<file path="src/hdl/ats_pkg.sv">
// shared types, constants and the type factor table for the scheduler
// no dependencies
package ats_pkg;

   localparam int MAX_TASKS_DEFAULT = 8;

   localparam int CSR_INDEX_W = 2;
   localparam int CSR_DATA_W  = 64;

   localparam logic [CSR_INDEX_W-1:0] CSR_TASK_COUNT = 2'd0;
   localparam logic [CSR_INDEX_W-1:0] CSR_TASK_TYPES = 2'd1;
   localparam logic [CSR_INDEX_W-1:0] CSR_TASK_PRIOS = 2'd2;

   localparam logic OP_GRANT  = 1'b0;
   localparam logic OP_REPORT = 1'b1;

   localparam logic [6:0] MIN_SLICE_MS = 7'd1;
   localparam logic [6:0] MAX_SLICE_MS = 7'd100;

   typedef struct packed {
      logic       operation;
      logic [9:0] utilization;
      logic [7:0] load_count;
      logic [7:0] run_ms;
   } req_word_type;

   typedef struct packed {
      logic [2:0] task_slot;
      logic [6:0] timeslice_ms;
      logic       is_report;
   } rsp_word_type;

   // average in Q8.6 and last run time in ms
   typedef struct packed {
      logic [13:0] avg;
      logic [7:0]  last;
   } store_word_type;

   typedef struct packed {
      logic           run;
      store_word_type word;
   } entry_type;

   typedef struct packed {
      logic fact_en;
      logic mul_en;
      logic prod_en;
   } calc_ctl_type;

   // task type factor scaled by ten
   function automatic logic [3:0] kind_weight(input logic [2:0] task_type);
      logic [3:0] f;
      unique case (task_type)
         3'd0:    f = 4'd15;
         3'd1:    f = 4'd8;
         3'd2:    f = 4'd12;
         3'd3:    f = 4'd13;
         3'd4:    f = 4'd6;
         default: f = 4'd10;
      endcase
      return f;
   endfunction

endpackage

</file>
<file path="src/hdl/ats_state_mem.sv">
// per-slot state store: average and last time in a synchronous memory,
// has-run valid bits in flops; depends on ats_pkg
module ats_state_mem #(
   parameter int DEPTH  = ats_pkg::MAX_TASKS_DEFAULT,
   parameter int ADDR_W = (DEPTH > 1) ? $clog2(DEPTH) : 1
) (
   input  logic                    clock,
   input  logic                    reset,
   input  logic                    rd_en,
   input  logic [ADDR_W-1:0]       rd_addr,
   input  logic                    wr_en,
   input  logic [ADDR_W-1:0]       wr_addr,
   input  ats_pkg::store_word_type wr_word,
   output ats_pkg::entry_type      rd_entry
);
   import ats_pkg::*;

   store_word_type    store_ff [DEPTH];
   logic [DEPTH-1:0]  run_ff;
   logic [DEPTH-1:0]  run_in;
   store_word_type    rd_word_ff;
   logic              rd_run_ff;

   always_comb begin
      run_in = run_ff;
      if (wr_en) begin
         run_in[wr_addr] = 1'b1;
      end
   end

   always_ff @(posedge clock) begin
      if (reset) begin
         run_ff <= '0;
      end else begin
         run_ff <= run_in;
      end
   end

   always_ff @(posedge clock) begin
      if (wr_en) begin
         store_ff[wr_addr] <= wr_word;
      end
   end

   always_ff @(posedge clock) begin
      if (rd_en) begin
         rd_word_ff <= store_ff[rd_addr];
         rd_run_ff  <= run_ff[rd_addr];
      end
   end

   assign rd_entry.run  = rd_run_ff;
   assign rd_entry.word = rd_word_ff;

endmodule

</file>
<file path="src/hdl/ats_avg_update.sv">
// moving-average update for a report: 0.3*time + 0.7*avg in Q8.6, rounded
// two steps, reciprocal multiply for the divide by ten; depends on ats_pkg
module ats_avg_update (
   input  logic               clock,
   input  logic               load_en,
   input  ats_pkg::entry_type entry,
   input  logic [7:0]         run_ms,
   output logic [13:0]        new_avg
);
   import ats_pkg::*;

   logic [17:0] sum_in;
   logic [16:0] half_ff;
   logic        run_ff;
   logic [7:0]  etime_ff;
   logic [33:0] quot_full;

   // 192*t + 7*avg + 5, at most 18 bits
   assign sum_in = 18'(run_ms) * 18'd192 + 18'(entry.word.avg) * 18'd7 + 18'd5;

   always_ff @(posedge clock) begin
      if (load_en) begin
         half_ff  <= sum_in[17:1];
         run_ff   <= entry.run;
         etime_ff <= run_ms;
      end
   end

   // x/10 = (x>>1)/5, with ceil(2^19/5) exact below 2^18
   assign quot_full = 34'(half_ff) * 34'd104858;

   // first run takes the time itself
   assign new_avg = run_ff ? quot_full[32:19] : {etime_ff, 6'b000000};

endmodule

</file>
<file path="src/hdl/ats_slice_calc.sv">
// grant slice arithmetic: factor stage, two multiply stages, constant divide
// and clamp at the output; depends on ats_pkg
module ats_slice_calc (
   input  logic                  clock,
   input  ats_pkg::calc_ctl_type ctl,
   input  logic [2:0]            slot_type,
   input  logic [7:0]            slot_prio,
   input  logic [9:0]            utilization,
   input  logic [7:0]            load_count,
   input  ats_pkg::entry_type    entry,
   output logic [6:0]            slice_ms
);
   import ats_pkg::*;

   logic [3:0]  t_fac;
   logic [3:0]  u_fac;
   logic [3:0]  f_fac;
   logic [3:0]  l_fac;
   logic [17:0] last_scaled;
   logic [17:0] avg_hi;
   logic [17:0] avg_lo;
   logic [7:0]  tu_in;
   logic [7:0]  fl_in;
   logic [8:0]  pr_in;
   logic [7:0]  tu_ff;
   logic [7:0]  fl_ff;
   logic [8:0]  pr_ff;
   logic [14:0] ab_in;
   logic [14:0] ab_ff;
   logic [8:0]  pr2_ff;
   logic [23:0] prod_in;
   logic [23:0] prod_ff;
   logic [26:0] quot_full;
   logic [6:0]  quot;

   assign t_fac = kind_weight(slot_type);
   assign u_fac = (utilization < 10'd800) ? 4'd12 : 4'd8;

   always_comb begin
      if (load_count > 8'd10) begin
         l_fac = 4'd8;
      end else if (load_count < 8'd3) begin
         l_fac = 4'd13;
      end else begin
         l_fac = 4'd10;
      end
   end

   // last/avg ratio against 1.2 and 0.8, avg in Q8.6
   assign last_scaled = 18'(entry.word.last) * 18'd640;
   assign avg_hi      = 18'(entry.word.avg) * 18'd12;
   assign avg_lo      = 18'(entry.word.avg) * 18'd8;

   always_comb begin
      if (!entry.run) begin
         f_fac = 4'd10;
      end else if (last_scaled > avg_hi) begin
         f_fac = 4'd13;
      end else if (last_scaled < avg_lo) begin
         f_fac = 4'd7;
      end else begin
         f_fac = 4'd10;
      end
   end

   assign tu_in = 8'(t_fac) * 8'(u_fac);
   assign fl_in = 8'(f_fac) * 8'(l_fac);
   assign pr_in = 9'd128 + 9'(slot_prio);

   always_ff @(posedge clock) begin
      if (ctl.fact_en) begin
         tu_ff <= tu_in;
         fl_ff <= fl_in;
         pr_ff <= pr_in;
      end
   end

   assign ab_in = 15'(tu_ff) * 15'(fl_ff);

   always_ff @(posedge clock) begin
      if (ctl.mul_en) begin
         ab_ff  <= ab_in;
         pr2_ff <= pr_ff;
      end
   end

   assign prod_in = 24'(ab_ff) * 24'(pr2_ff);

   always_ff @(posedge clock) begin
      if (ctl.prod_en) begin
         prod_ff <= prod_in;
      end
   end

   // /256000 = (>>11) then /125 by ceil(2^20/125), exact below 21399
   assign quot_full = 27'(prod_ff[23:11]) * 27'd8389;
   assign quot      = quot_full[26:20];

   always_comb begin
      if (quot < MIN_SLICE_MS) begin
         slice_ms = MIN_SLICE_MS;
      end else if (quot > MAX_SLICE_MS) begin
         slice_ms = MAX_SLICE_MS;
      end else begin
         slice_ms = quot;
      end
   end

endmodule

</file>
<file path="src/hdl/adaptive_timeslice_scheduler_unit.sv">
// grant: states fact, mul, prod and div; the result is registered on leaving div
// report: states fact and avg; the acknowledgment is registered on leaving avg
// grant time is set by the two-stage multiply chain, report time by the
// read-modify-write of the slot store (registered read, write on completion)
// one word in flight; a result waits in the output register while rsp_stall
// synchronous reset clears registers, current slot and all has-run bits
module adaptive_timeslice_scheduler_unit #(
   parameter int MAX_TASKS = ats_pkg::MAX_TASKS_DEFAULT
) (
   input  logic                                clock,
   input  logic                                reset,
   input  logic                                req_valid,
   output logic                                req_stall,
   input  ats_pkg::req_word_type               req_word,
   output logic                                rsp_valid,
   input  logic                                rsp_stall,
   output ats_pkg::rsp_word_type               rsp_word,
   input  logic                                csr_wr_en,
   input  logic [ats_pkg::CSR_INDEX_W-1:0]     csr_index,
   input  logic [ats_pkg::CSR_DATA_W-1:0]      csr_wdata
);
   import ats_pkg::*;

   localparam int SLOT_W = (MAX_TASKS > 1) ? $clog2(MAX_TASKS) : 1;

   typedef enum logic [5:0] {
      ST_IDLE = 6'b000001,
      ST_FACT = 6'b000010,
      ST_MUL  = 6'b000100,
      ST_PROD = 6'b001000,
      ST_DIV  = 6'b010000,
      ST_AVG  = 6'b100000
   } state_type;

   // configuration registers
   logic [3:0]  task_count_ff;
   logic [23:0] task_types_ff;
   logic [63:0] task_prios_ff;

   // control
   state_type         state_ff, state_in;
   logic [SLOT_W-1:0] current_slot_ff, current_slot_in;
   logic              rsp_valid_ff, rsp_valid_in;

   // payload
   req_word_type      item_ff, item_in;
   logic [SLOT_W-1:0] slot_ff, slot_in;
   rsp_word_type      rsp_word_ff, rsp_word_in;

   logic [6:0]        n_eff;
   logic [6:0]        count_wide;
   logic [SLOT_W-1:0] slot_eff;
   logic [SLOT_W-1:0] slot_next;
   logic [6:0]        slot_inc;
   logic              out_free;
   logic              in_fields;
   logic [2:0]        slot3;
   logic [2:0]        slot_type;
   logic [7:0]        slot_prio;

   logic              mem_rd_en;
   logic              mem_wr_en;
   entry_type         entry;
   store_word_type    wr_word;
   calc_ctl_type      calc_ctl;
   logic              avg_en;
   logic [13:0]       new_avg;
   logic [6:0]        slice_ms;

   // ---------------- configuration writes, expected only while idle
   always_ff @(posedge clock) begin
      if (reset) begin
         task_count_ff <= '0;
         task_types_ff <= '0;
         task_prios_ff <= '0;
      end else if (csr_wr_en) begin
         unique case (csr_index)
            CSR_TASK_COUNT: task_count_ff <= csr_wdata[3:0];
            CSR_TASK_TYPES: task_types_ff <= csr_wdata[23:0];
            CSR_TASK_PRIOS: task_prios_ff <= csr_wdata;
            default: ;  // unknown index is ignored
         endcase
      end
   end

   // ---------------- slot bookkeeping
   // count above the slot store size acts as the store size
   assign count_wide = 7'(task_count_ff);
   assign n_eff      = (count_wide > 7'(MAX_TASKS)) ? 7'(MAX_TASKS) : count_wide;

   // count lowered below the current slot restarts at slot zero
   assign slot_eff = (7'(current_slot_ff) >= n_eff) ? '0 : current_slot_ff;

   // round robin advance after a report
   assign slot_inc  = 7'(slot_ff) + 7'd1;
   assign slot_next = (slot_inc == n_eff) ? '0 : SLOT_W'(slot_inc);

   // type and priority fields exist for the first eight slots only
   assign in_fields = (7'(slot_ff) < 7'd8);
   assign slot3     = 3'(slot_ff);
   assign slot_type = in_fields ? task_types_ff[3*slot3 +: 3] : 3'd0;
   assign slot_prio = in_fields ? task_prios_ff[{slot3, 3'b000} +: 8] : 8'd0;

   // output register can take a new word this cycle
   assign out_free = !rsp_valid_ff || !rsp_stall;

   assign wr_word.avg  = new_avg;
   assign wr_word.last = item_ff.run_ms;

   // ---------------- sequencer
   always_comb begin
      state_in        = state_ff;
      current_slot_in = current_slot_ff;
      rsp_valid_in    = rsp_valid_ff && rsp_stall;
      rsp_word_in     = rsp_word_ff;
      item_in         = item_ff;
      slot_in         = slot_ff;
      mem_rd_en       = 1'b0;
      mem_wr_en       = 1'b0;
      calc_ctl        = '0;
      avg_en          = 1'b0;

      unique case (state_ff)
         ST_IDLE: begin
            // with no slots in use a word is taken and dropped
            if (req_valid && (n_eff != 7'd0)) begin
               item_in         = req_word;
               slot_in         = slot_eff;
               current_slot_in = slot_eff;
               mem_rd_en       = 1'b1;
               state_in        = ST_FACT;
            end
         end
         ST_FACT: begin
            // slot entry is out of the store now
            if (item_ff.operation == OP_REPORT) begin
               avg_en   = 1'b1;
               state_in = ST_AVG;
            end else begin
               calc_ctl.fact_en = 1'b1;
               state_in         = ST_MUL;
            end
         end
         ST_MUL: begin
            calc_ctl.mul_en = 1'b1;
            state_in        = ST_PROD;
         end
         ST_PROD: begin
            calc_ctl.prod_en = 1'b1;
            state_in         = ST_DIV;
         end
         ST_DIV: begin
            if (out_free) begin
               rsp_valid_in              = 1'b1;
               rsp_word_in.task_slot     = slot3;
               rsp_word_in.timeslice_ms  = slice_ms;
               rsp_word_in.is_report     = 1'b0;
               state_in                  = ST_IDLE;
            end
         end
         ST_AVG: begin
            // write back and advance together with the acknowledgment
            if (out_free) begin
               mem_wr_en                 = 1'b1;
               current_slot_in           = slot_next;
               rsp_valid_in              = 1'b1;
               rsp_word_in.task_slot     = slot3;
               rsp_word_in.timeslice_ms  = '0;
               rsp_word_in.is_report     = 1'b1;
               state_in                  = ST_IDLE;
            end
         end
         default: begin
            state_in = ST_IDLE;
         end
      endcase
   end

   always_ff @(posedge clock) begin
      if (reset) begin
         state_ff        <= ST_IDLE;
         current_slot_ff <= '0;
         rsp_valid_ff    <= 1'b0;
      end else begin
         state_ff        <= state_in;
         current_slot_ff <= current_slot_in;
         rsp_valid_ff    <= rsp_valid_in;
      end
   end

   always_ff @(posedge clock) begin
      item_ff     <= item_in;
      slot_ff     <= slot_in;
      rsp_word_ff <= rsp_word_in;
   end

   assign req_stall = (state_ff != ST_IDLE);
   assign rsp_valid = rsp_valid_ff;
   assign rsp_word  = rsp_word_ff;

   // ---------------- slot store
   ats_state_mem #(
      .DEPTH  (MAX_TASKS),
      .ADDR_W (SLOT_W)
   ) u_state_mem (
      .clock    (clock),
      .reset    (reset),
      .rd_en    (mem_rd_en),
      .rd_addr  (slot_eff),
      .wr_en    (mem_wr_en),
      .wr_addr  (slot_ff),
      .wr_word  (wr_word),
      .rd_entry (entry)
   );

   // ---------------- report path
   ats_avg_update u_avg_update (
      .clock   (clock),
      .load_en (avg_en),
      .entry   (entry),
      .run_ms  (item_ff.run_ms),
      .new_avg (new_avg)
   );

   // ---------------- grant path
   ats_slice_calc u_slice_calc (
      .clock       (clock),
      .ctl         (calc_ctl),
      .slot_type   (slot_type),
      .slot_prio   (slot_prio),
      .utilization (item_ff.utilization),
      .load_count  (item_ff.load_count),
      .entry       (entry),
      .slice_ms    (slice_ms)
   );

endmodule

</file>
<file path="config.mk">
export PLATFORM = sky130hd
export DESIGN_NAME = adaptive_timeslice_scheduler_unit
export DESIGN_NICKNAME = d
export VERILOG_FILES = /design/src/hdl/ats_pkg.sv /design/src/hdl/ats_state_mem.sv /design/src/hdl/ats_avg_update.sv /design/src/hdl/ats_slice_calc.sv /design/src/hdl/adaptive_timeslice_scheduler_unit.sv
export SDC_FILE = /design/constraint.sdc
export NUM_CORES = 1
export LEC_CHECK = 0
export BUFFER_PORTS_ARGS = -buffer_cell sky130_fd_sc_hd__buf_2
export CAP_MARGIN = 20
export CORE_ASPECT_RATIO = 1.25
export CORE_MARGIN = 4
export CORE_UTILIZATION = 60
export CTS_CLUSTER_SIZE = 28
export DETAILED_ROUTE_END_ITERATION = 10
export PLACE_DENSITY_LB_ADDON = 0.3
export SLEW_MARGIN = 10
export SYNTH_ARGS = -nofsm -noshare
export SYNTH_HDL_FRONTEND = slang
export SYNTH_SLANG_ARGS = --single-unit
</file>
<file path="constraint.sdc">
create_clock -name clock -period 9.7 [get_ports clock]
set_clock_uncertainty 0.05 [all_clocks]
set_input_delay 1.455 -clock clock [delete_from_list [all_inputs] [get_ports clock]]
set_output_delay 1.455 -clock clock [all_outputs]
set_load 0.01 [all_outputs]
</file>
; ---- Word-level counts from Yosys, hierarchy flattened
; Memory sizes are Yosys's and may differ from the RTL's. A register that Yosys moved wholly into a read port is not among the register bits.
; Index checks and enable logic that the tools add are counted.
[classes]
eq_ne = 18
n_reduce_logical = 19
multipliers = 11
n_mux = 41
n_bitwise = 1
n_addsub = 4
n_shift = 2
magnitude_cmp = 12
[op_table]
columns = operator, count
row1 = indexed part select 64 x 7 -> 8 bit, 1
row2 = multiplier 17 x 16 -> 32 bit (second input constant), 1
row3 = case mux 6 bit (5 select lines), 1
row4 = multiplier 13 x 14 -> 27 bit (second input constant), 1
row5 = multiplier 15 x 9 -> 24 bit, 1
row6 = indexed part select 24 x 6 -> 3 bit, 1
row7 = 2-to-1 mux 11 bit, 2
row8 = case mux 11 bit (2 select lines), 1
row9 = 2-to-1 mux 4 bit, 5
row10 = case mux 4 bit (5 select lines), 1
row11 = adder 16 x 17 -> 18 bit, 1
row12 = adder 18 x 3 -> 18 bit (second input constant), 1
row13 = > comparator 18 bit, 1
row14 = less-than comparator 18 x 17 -> 1 bit, 1
row15 = 2-to-1 mux 3 bit, 6
row16 = 2-to-1 mux 6 bit, 3
row17 = multiplier 14 x 3 -> 17 bit (second input constant), 1
row18 = multiplier 14 x 2 -> 16 bit (second input constant), 1
row19 = multiplier 4 x 4 -> 8 bit, 2
row20 = 2-to-1 mux 1 bit, 16
row21 = multiplier 8 x 8 -> 15 bit, 1
row22 = 2-to-1 mux 14 bit, 1
row23 = 2-to-1 mux 7 bit, 2
row24 = multiplier 8 x 3 -> 11 bit (second input constant), 1
row25 = 42 further kinds, 55
[word_totals]
ram_bits = 176
reg_bits = 251
memories = 1
output_inout_bits = 13
[mem_list]
columns = name, words, word_bits, rd, rd_clocked_by_memory_dff, write_ports, line_no
row1 = u_state_mem.store_ff, 8, 22, 1, 1, 1, ats_state_mem.sv:18  ; store_word_type store_ff [DEPTH];

; ---- Logic depth before layout (Yosys ltp)
; Gate-level depths: netlist of run 1.
[logic_depth]
ltp_word = 6
depth_mapped = 30

; ---- By module
; From an unflattened synthesis of run 1, not the netlist that was laid out.
[hier_totals]
cells_unflattened = 2772
hier_area_um2 = 31768.0
[modules_own_cells]
columns = module, area_per_inst_um2, instances, cells_per_inst
row1 = ats_slice_calc, 10756.6, 1, 1126
row2 = ats_state_mem, 7850.0, 1, 323
row3 = ats_avg_update, 7299.5, 1, 728
row4 = adaptive_timeslice_scheduler_unit, 5861.9, 1, 595

; ---- Worst setup path before layout of run 1
; No wires, ideal clock.
[synth_timing]
path_kind = register to register
from = register, netlist name u_state_mem.rd_entry[9]
to = register u_slice_calc.fl_ff[7], data pin
setup_time_ns = 0.258
path_stages_with_launch = 29
required_ns = 9.392
t_arrival_ns = 5.977
period_less_slack_ns = 6.284
n_path_buf = 0
setup_slack_ns = 3.416
path_cell_list = edfxtp_1 -> ha_1 -> fa_1 -> a21o_1 -> a21oi_1 -> o21bai_1 -> a21oi_1 -> nor2b_1 -> o21a_1 -> o31a_1 -> o41ai_1 -> xnor2_1 -> ha_1 -> a21o_1 -> a21o_1 -> a221oi_1 -> a41oi_1 -> nand2_1 -> o21ai_1 -> nand3_1 -> fa_1 -> fa_1 -> inv_1 -> ha_1 -> a21o_1 -> a21oi_1 -> o21bai_1 -> a21oi_1 -> xnor2_1
[synth_via]
elab_chain_len = 5
elab_cells_between_ends = 7
classes_between = mul (2) / order compare (2) / mux (3)
[synth_lines]
columns = element, line_no
row1 = multiplier 14 x 2 -> 16 bit or less-than comparator 18 x 17 -> 1 bit (tied branches), "ats_slice_calc.sv:51, ats_slice_calc.sv:59"
row2 = > comparator 18 bit or 2-to-1 mux 4 bit (tied branches), "ats_slice_calc.sv:57, ats_slice_calc.sv:59"
row3 = 2-to-1 mux 4 bit (*), ats_slice_calc.sv:57  ; end else if (last_scaled > avg_hi) begin
row4 = 2-to-1 mux 4 bit (*), ats_slice_calc.sv:55  ; if (!entry.run) begin
row5 = multiplier 4 x 4 -> 8 bit (*), ats_slice_calc.sv:67  ; assign fl_in = 8'(f_fac) * 8'(l_fac);
row6 = via u_slice_calc.fl_in[7], ats_slice_calc.sv:23  ; logic [7:0] fl_in;
row7 = "end signal, assigned", ats_slice_calc.sv:73  ; fl_ff <= fl_in;
row8 = "end, declared", ats_slice_calc.sv:26  ; logic [7:0] fl_ff;
; Mark *: on every way through the listed nets, which the timed path passes. The rest lies on a longest branch.
; A chain may end at the register's enable or synchronous reset.

; ---- Worst setup path in the final report of run 1
[layout_timing]
from = register, netlist name u_state_mem.rd_entry[9]
to = register u_slice_calc.fl_ff[7], data pin
[layout_via]
elab_chain_len = 5
elab_cells_between_ends = 7
classes_between = mul (2) / order compare (2) / mux (3)
[layout_lines]
columns = element, line_no
row1 = multiplier 14 x 2 -> 16 bit or less-than comparator 18 x 17 -> 1 bit (tied branches), "ats_slice_calc.sv:51, ats_slice_calc.sv:59"
row2 = > comparator 18 bit or 2-to-1 mux 4 bit (tied branches), "ats_slice_calc.sv:57, ats_slice_calc.sv:59"
row3 = 2-to-1 mux 4 bit (*), ats_slice_calc.sv:57
row4 = 2-to-1 mux 4 bit (*), ats_slice_calc.sv:55
row5 = multiplier 4 x 4 -> 8 bit (*), ats_slice_calc.sv:67
row6 = via u_slice_calc.fl_in[7], ats_slice_calc.sv:23
; Marks and branches as above.

==> impl_metrics.toml, run 1 <==
[worst_setup_path]
crit_type = "reg2reg"
cp_max_fo = 6
cp-end-kind = "flop"
arrival_ns = 7.43
critPathRequiredTime_ns = 9.97
start_kind = "flop"

[sta]
setup_viol = 0
clock.fmax_ghz = 0.140
rsz0062_at_grt = "no"
finalCriticalPeriod_ns = 7.16
drv_slew = 0
min_period_over_period_pct = 73.8
slew_headroom_pct = 27.6
max_slew.worst_pin.slew_ns = 1.09
hold_viol_final = 0
finalSetupTns_ns = 0

[detailed_routing]
ant_nets = 0
first_iter_violations = 1321
viasPerCell = 5.78
vias = 20857
routed_wl_um = 66600
wl_per_cell_um = 18.5
route.detailed.drc = 0
dr.pass1.iters = 5

[power]
peakVddDrop_mv = 0.146
power.total_uw = 4320
leakage_uw = 0.0151
powerDensity_mw_per_mm2 = 128

[clocking]
htreeDepth = 2
root_buffer = "clkbuf_16"
post_cts_buffers = 0
cts_resized = 0
cts-hold-fix-buffers = 0
clk_latency_ns = 0.58
numCtsBuffers = 44
cts.sinks = 429
cts_tree = "yes"
cts_buffer_depth = 3
clkTransAtPathRegs_ns = 0.06

[synthesis]
ys_top_cells_by_area = "edfxtp_1 (31%), ha_1 (15%), fa_1 (15%), dfxtp_1 (7.1%), inv_1 (4.8%)"
synth_cells = 2845
synth_edf_count = 319
synthArstFlopShare_pct = 0
synth_nets = 3561
synth_area_per_cell_um2 = 10.9
yosysWarnings = 0
ys_seq_area_share_pct = 38.0
yosysTopAreaCellShare_pct = 30.9
syn-cell-area_mm2 = 0.0310
synth_ff_type = "edfxtp_1"
yosysTopAreaCell = "edfxtp_1"
synth_cell_type_count = 66
ys_ff_latch = 429

[run]
cap_violations = 0

[worst_hold_path]
hp-class = "reg2reg"

[grt]
grt_pass1_vias = 21975
gr-total-overflow = 0
grt_util_all_layers_pct = 24.5
grt_max_degree = 83
antenna_found_initial = 1
grt_pass1_wl_um = 110000

[run_status]
status = "complete, no violations"

[placed_design]
place_congestion = 0.918
io_buffers = 105
dpl.hpwl_um = 49200

[die]
die_height_um = 262
die_w_um = 211
rows = 92
io_pins = 111
core_mm2 = 0.0508
die-area_mm2 = 0.0553
initial_core_util_pct = 61.0

[finish]
fillers = 3845
syn_to_final_growth_pct = 8.60
layout.nets = 3633
antenna_cells = 0
drive_gt1_share_pct = 9.62
final_util_pct = 66.2
-- report_power, final --
group          internal (uW)  total [uW]  switching, uW
logic                    232         562            330
clock network            985        1720            732
registers               2020        2040           22.7
-- path summary, 6_finish.rpt --
path,start,end,slack [ns],depth (start not counted)
max,u_state_mem.rd_entry[9]$_DFFE_PP_,u_slice_calc.fl_ff[7]$_DFFE_PP_,2.54,27
min,u_slice_calc.pr_ff[6]$_DFFE_PP_,u_slice_calc.pr2_ff[6]$_DFFE_PP_,0.37,0
max reg2reg,u_state_mem.rd_entry[9]$_DFFE_PP_,u_slice_calc.fl_ff[7]$_DFFE_PP_,2.54,27
min reg2reg,u_slice_calc.pr_ff[6]$_DFFE_PP_,u_slice_calc.pr2_ff[6]$_DFFE_PP_,0.37,0
-- cell families (layout without fill, tap and decap cells) --
kind of cell | Yosys count | count (layout) | share of synthesized area, %
and+or+nand+nor | 682 | 682 | 10.3
adders and majority gates | 618 | 618 | 30.7
buffers and inverters | 499 | 606 | 6.05
DFF | 429 | 429 | 38.0
AOI/OAI and AO/OA | 417 | 417 | 8.23
muxes | 107 | 107 | 4.11
xor gates and xnor gates | 93 | 93 | 2.63
-- cells in the mapped netlist (3+ instances only) --
cell,instances
mux2i_1,37
and4_1,3
o221ai_1,24
a21o_1,33
xor2_1,38
clkbuf_1,98
o21a_1,16
a211oi_1,8
nor2b_1,16
nor4_1,5
nand3b_1,6
and2_1,105
nand3_1,17
a22oi_1,6
and3b_1,3
o21bai_1,10
a211o_1,6
or3_1,5
nand2_1,337
o22ai_1,4
a22o_1,4
ha_1,383
nor3b_1,6
a31oi_1,3
fa_1,235
mux4_2,10
o211ai_1,5
o21ai_0,45
nand4_1,11
edfxtp_1,319
inv_1,395
mux2_2,60
or2_2,5
xnor2_1,55
a21oi_1,221
nor2_1,99
and3_1,28
dfxtp_1,110
nor3_1,20
nand2b_1,9
nand4b_1,3
o41ai_1,3
buf_1,6
-- cell usage in the layout, fill, tap and decap left out, drive strengths merged, types with 46 or more instances in the layout --
master and n:
inv 396, ha 383, nand2 337, edfxtp 319, fa 235, a21oi 222, buf 130, dfxtp 110
and2 105, nor2 99, mux2 60, xnor2 55, clkbuf 54, o21ai 46
-- worst max-delay path: stages (launching register included) --
cell	delay (ns)
edfxtp_1	0.51
ha_1	0.27
fa_1	0.40
a21o_1	0.17
a21oi_1	0.22
o21bai_1	0.09
a21oi_1	0.22
nor2b_1	0.07
o21a_1	0.19
o31a_1	0.25
o41ai_1	0.45
xnor2_1	0.15
ha_1	0.32
and4_1	0.23
a221oi_1	0.11
a41oi_1	0.38
nand2_1	0.15
o21ai_1	0.27
nand3_1	0.20
fa_1	0.53
fa_1	0.59
inv_1	0.06
ha_1	0.29
a21o_1	0.16
a21oi_1	0.21
o21bai_1	0.10
a21oi_1	0.17
xnor2_1	0.08
-- sequential cells by signal, summed over array words and instances, names as in the netlist, 11 cells and up --
name	count
u_state_mem.store_ff	176
task_prios_ff	64
task_types_ff	24
item_ff	22
u_state_mem.rd_entry	22
u_avg_update.half_ff	17
u_slice_calc.ab_ff	13
u_slice_calc.prod_ff	13
rsp_word	11
-- metal layers --
metal	GRT usage, %	wire length, um
met5	0	12
met1	31.4	26700
met4	7.03	1790
met3	3.04	3570
met2	43.9	34500
-- area by class of cell --
type | count | area (um2) | share of cell area [%]
Clock inverter | 27 | 304 | 0.904
Clock buffer | 54 | 1150 | 3.42
Inverter | 395 | 1480 | 4.41
Timing Repair Buffer | 130 | 736 | 2.19
Sequential cell | 429 | 11800 | 35.0
Tap cell | 658 | 823 | 2.45
Multi-Input combinational cell | 1917 | 17400 | 51.6
-- stage by stage --
stage / cell area (um2) / hold slack [ns] / setup slack, ns / std cells
after detailed placement: 32100 / 0.355 / 2.57 / 3527
after global routing: 33600 / 0.379 / 2.01 / 3610
after CTS: 33600 / 0.369 / 2.54 / 3608
final: 33600 / 0.374 / 2.54 / 3610
after floorplan: 31000 / 0.350 / 3.42 / 2845
after global placement: 32100 / 0.356 / 2.73 / 3527
(Power assumes the default switching activity.)
==> inputs of run 2 (changes only) <==
ABC_AREA = 1   (was not set)
CORE_UTILIZATION = 58   (was 60)
clock period = 5.78 ns   (was 9.7 ns; I/O delays follow)
==> run 2 against run 1 <==
Combinational power rose to 9.2 times the previous value. Critical endpoint is now u_state_mem.store_ff[4][16]$_DFFE_PP_. Highest routed layer unchanged. Synthesized area rose by 3.8%. Largest cell class unchanged. Non-clock buffer count rose by 46. Core utilization fell by 1.7 points.
==> impl_metrics.toml, run 2 <==
[synthesis]
synth_cells = 3495
yosysTopAreaCell = "edfxtp_1"
ys_top_cells_by_area = "edfxtp_1 (30%), ha_1 (15%), fa_1 (15%), inv_1 (8.0%), dfxtp_1 (6.9%)"
synthArstFlopShare_pct = 0
synth_most_common_cell = "inv_1"
synth_ff_type = "edfxtp_1"
synthTopCellsByCount = "inv_1 (685), nand2_1 (562), ha_1 (383), edfxtp_1 (319), nor2_1 (308)"
ys_seq_area_share_pct = 36.6
yosysTopAreaCellShare_pct = 29.8
yosysWarnings = 0
synth_area_per_cell_um2 = 9.20
synth_nets = 4211
ys_ff_latch = 429
synth_cell_type_count = 48
syn-cell-area_mm2 = 0.0321
synth_edf_count = 319

[power]
peakVddDrop_mv = 0.287
switching_share_pct = 38.2
clockPowerShare_pct = 24.0
leakage_uw = 0.0172
p_seq_share_pct = 32.6
powerDensity_mw_per_mm2 = 336
p_switching_uw = 4540
p_comb_share_pct = 43.4
p_int_uw = 7350

[grt]
grt_util_all_layers_pct = 24.4
grt_pass1_vias = 23806
grt_pass1_wl_um = 117000
grt_max_degree = 66
antenna_found_initial = 4
gr-total-overflow = 0

[die]
rows = 96
die-area_mm2 = 0.0593
io_pins = 111
die_w_um = 219
initial_core_util_pct = 58.6
die_height_um = 271
core_mm2 = 0.0549

[clocking]
clk_latency_ns = 0.58
cts_buffer_depth = 3
cts-hold-fix-buffers = 0
root_buffer = "clkbuf_16"
htreeDepth = 2
cts_tree = "yes"
numCtsBuffers = 44
clkTransAtPathRegs_ns = 0.06
cts.sinks = 429

[worst_setup_path]
worst-r2r-setup-slack_ns = 0.20
arrival_ns = 5.81
cp_max_fo = 8
max_stage_delay_ns = 0.54
start_kind = "flop"
cpLargestDelayFamily = "adder cells"
crit_chain = "ha_1 > inv_1 > fa_1 > inv_1 > fa_1 > fa_1 > fa_1 > fa_1 > ha_1 > buf_4 > a21oi_1 > o21a_1 > o21ai_0 > nand2_1 > nand3_1 > or2_2 > nand3_1 > nand2_2"
path_depth = 18
r2r_start = "u_avg_update.half_ff[2]$_DFFE_PP_"
cpMostUsedCell = "fa_1"
path_buf_inv = 3
critPathRequiredTime_ns = 6.02
slowest_stage = "fa_1"
rr_worst_depth = 18
cp-end-kind = "flop"
rr_endpoint = "u_state_mem.store_ff[4][16]$_DFFE_PP_"
crit_type = "reg2reg"

[sta]
clock.fmax_ghz = 0.179
layout_setup_ws_ns = 0.204
hold_viol_final = 0
drv_slew = 0
finalCriticalPeriod_ns = 5.58
setup_viol = 0
finalSetupTns_ns = 0
min_period_over_period_pct = 96.5
max_slew.worst_pin.slew_ns = 1.07
slew_headroom_pct = 28.4

[worst_hold_path]
timing.hold.worst_endpoint = "u_slice_calc.pr2_ff[0]$_DFFE_PP_"
hp-class = "reg2reg"
hold_path_depth = 0
holdCritStartpoint = "u_slice_calc.pr_ff[0]$_DFFE_PP_"

[finish]
fillers = 4435
regMostFlops = "u_state_mem.store_ff"
final_util_pct = 64.5
syn_to_final_growth_pct = 10.2
largest_reg_flops = 176
layout.nets = 4337
layout_commonest_cell = "inv_1"
final_cell_mix = "inv_1 (684), nand2_1 (553), ha_1 (379)"
largestRegisters = "u_state_mem.store_ff (176), task_prios_ff (64), task_types_ff (24)"
drive_gt1_share_pct = 8.62

[placed_design]
dpl.hpwl_um = 54700
io_buffers = 105
pre_cts_ws_ns = -0.0495
place_congestion = 0.902

[run]
cap_violations = 0

[detailed_routing]
wl_per_cell_um = 16.4
route.detailed.drc = 0
viasPerCell = 5.38
ant_nets = 0
first_iter_violations = 1360
vias = 23619
routed_wl_um = 71900
dr.pass1.iters = 5

[run_status]
status = "complete, no violations"
-- run 2: cell types whose count changed after synthesis, sizes merged, moves of 19 or more --
cell	before	now
mux2	60	0
nand3	17	70
nor2	99	309
and3	28	0
and2	105	2
mux2i	37	0
o21ai	46	249
buf	6	25
clkbuf	98	71
inv	395	699
xnor2	55	31
nand2	337	562
a21o	33	14
o221ai	24	1
-- run 2: worst max-delay path by stage --
| stage | endpoint | slack [ns] | startpoint |
|---|---|---|---|
| 4_1_cts | u_slice_calc.fl_ff[7]$_DFFE_PP_ | 0.03 | u_state_mem.rd_entry[8]$_DFFE_PP_ |
| 3_5_place_dp | u_state_mem.store_ff[0][13]$_DFFE_PP_ | -0.05 | u_avg_update.half_ff[3]$_DFFE_PP_ |
| 2_1_floorplan | u_slice_calc.fl_ff[7]$_DFFE_PP_ | 0.50 | u_state_mem.rd_entry[9]$_DFFE_PP_ |
| 6_report | u_state_mem.store_ff[4][16]$_DFFE_PP_ | 0.20 | u_avg_update.half_ff[2]$_DFFE_PP_ |
| 5_1_grt | u_slice_calc.fl_ff[7]$_DFFE_PP_ | -0.03 | u_state_mem.rd_entry[8]$_DFFE_PP_ |
| 3_3_place_gp | u_state_mem.store_ff[3][13]$_DFFE_PP_ | 0.009 | u_avg_update.half_ff[2]$_DFFE_PP_ |
-- run 2: through the flow --
step,area (um2),instances,total power [uW],hold WS [ns]
finish,35400,4392,11900,0.372
detailed placement,33800,4306,8910,0.355
CTS,35200,4387,11800,0.372
global placement,33800,4306,8770,0.354
global route,35400,4392,12800,0.386
floorplan,32100,3495,7510,0.350
-- run 2: cell type report --
type / count / area [um2] / area share (%)
Multi-Input combinational cell: 2270 / 17600 / 49.6
Sequential cell: 429 / 11800 / 33.3
Inverter: 700 / 2630 / 7.42
Clock buffer: 51 / 1150 / 3.24
Timing Repair Buffer: 176 / 1080 / 3.05
Tap cell: 735 / 920 / 2.60
Clock inverter: 30 / 300 / 0.848
Antenna cell: 1 / 2.50 / 0.00707
-- run 2: per-layer routing --
metal	track usage [%]	share of wire, %	vias up
met4	8.35	3.5	2
met2	43.9	51	621
met3	3.40	5.6	155
met1	30.0	39	11298
met5	0	0.018	-
li1	-	-	11543
-- run 2: power by group through the flow --
| stage | Clock [uW] | Sequential, uW | Combinational [uW] |
|---|---|---|---|
| finish | 2850 | 3880 | 5170 |
| global route | 3020 | 3890 | 5890 |
| CTS | 2900 | 3880 | 5020 |
| detailed placement | 0 | 3940 | 4960 |
| global placement | 0 | 3940 | 4830 |
| floorplan | 0 | 3900 | 3610 |
-- run 2: cell families after synthesis --
| logic type | after synthesis | share of synthesized area, % |
|---|---|---|
| AOI/OAI and AO/OA | 566 | 9.59 |
| xor gates and xnor gates | 81 | 2.21 |
| adders and majority gates | 618 | 29.5 |
| buffers and inverters | 796 | 9.44 |
| DFF | 429 | 36.6 |
| and+or+nand+nor | 1005 | 12.6 |
-- run 2: what timing repair did --
action | 4_1_cts | 5_1_grt
pin swaps | 0 | 9
setup buffers | 0 | 3
setup endpoints to repair | 9 | 101
resized for setup | 2 | 39
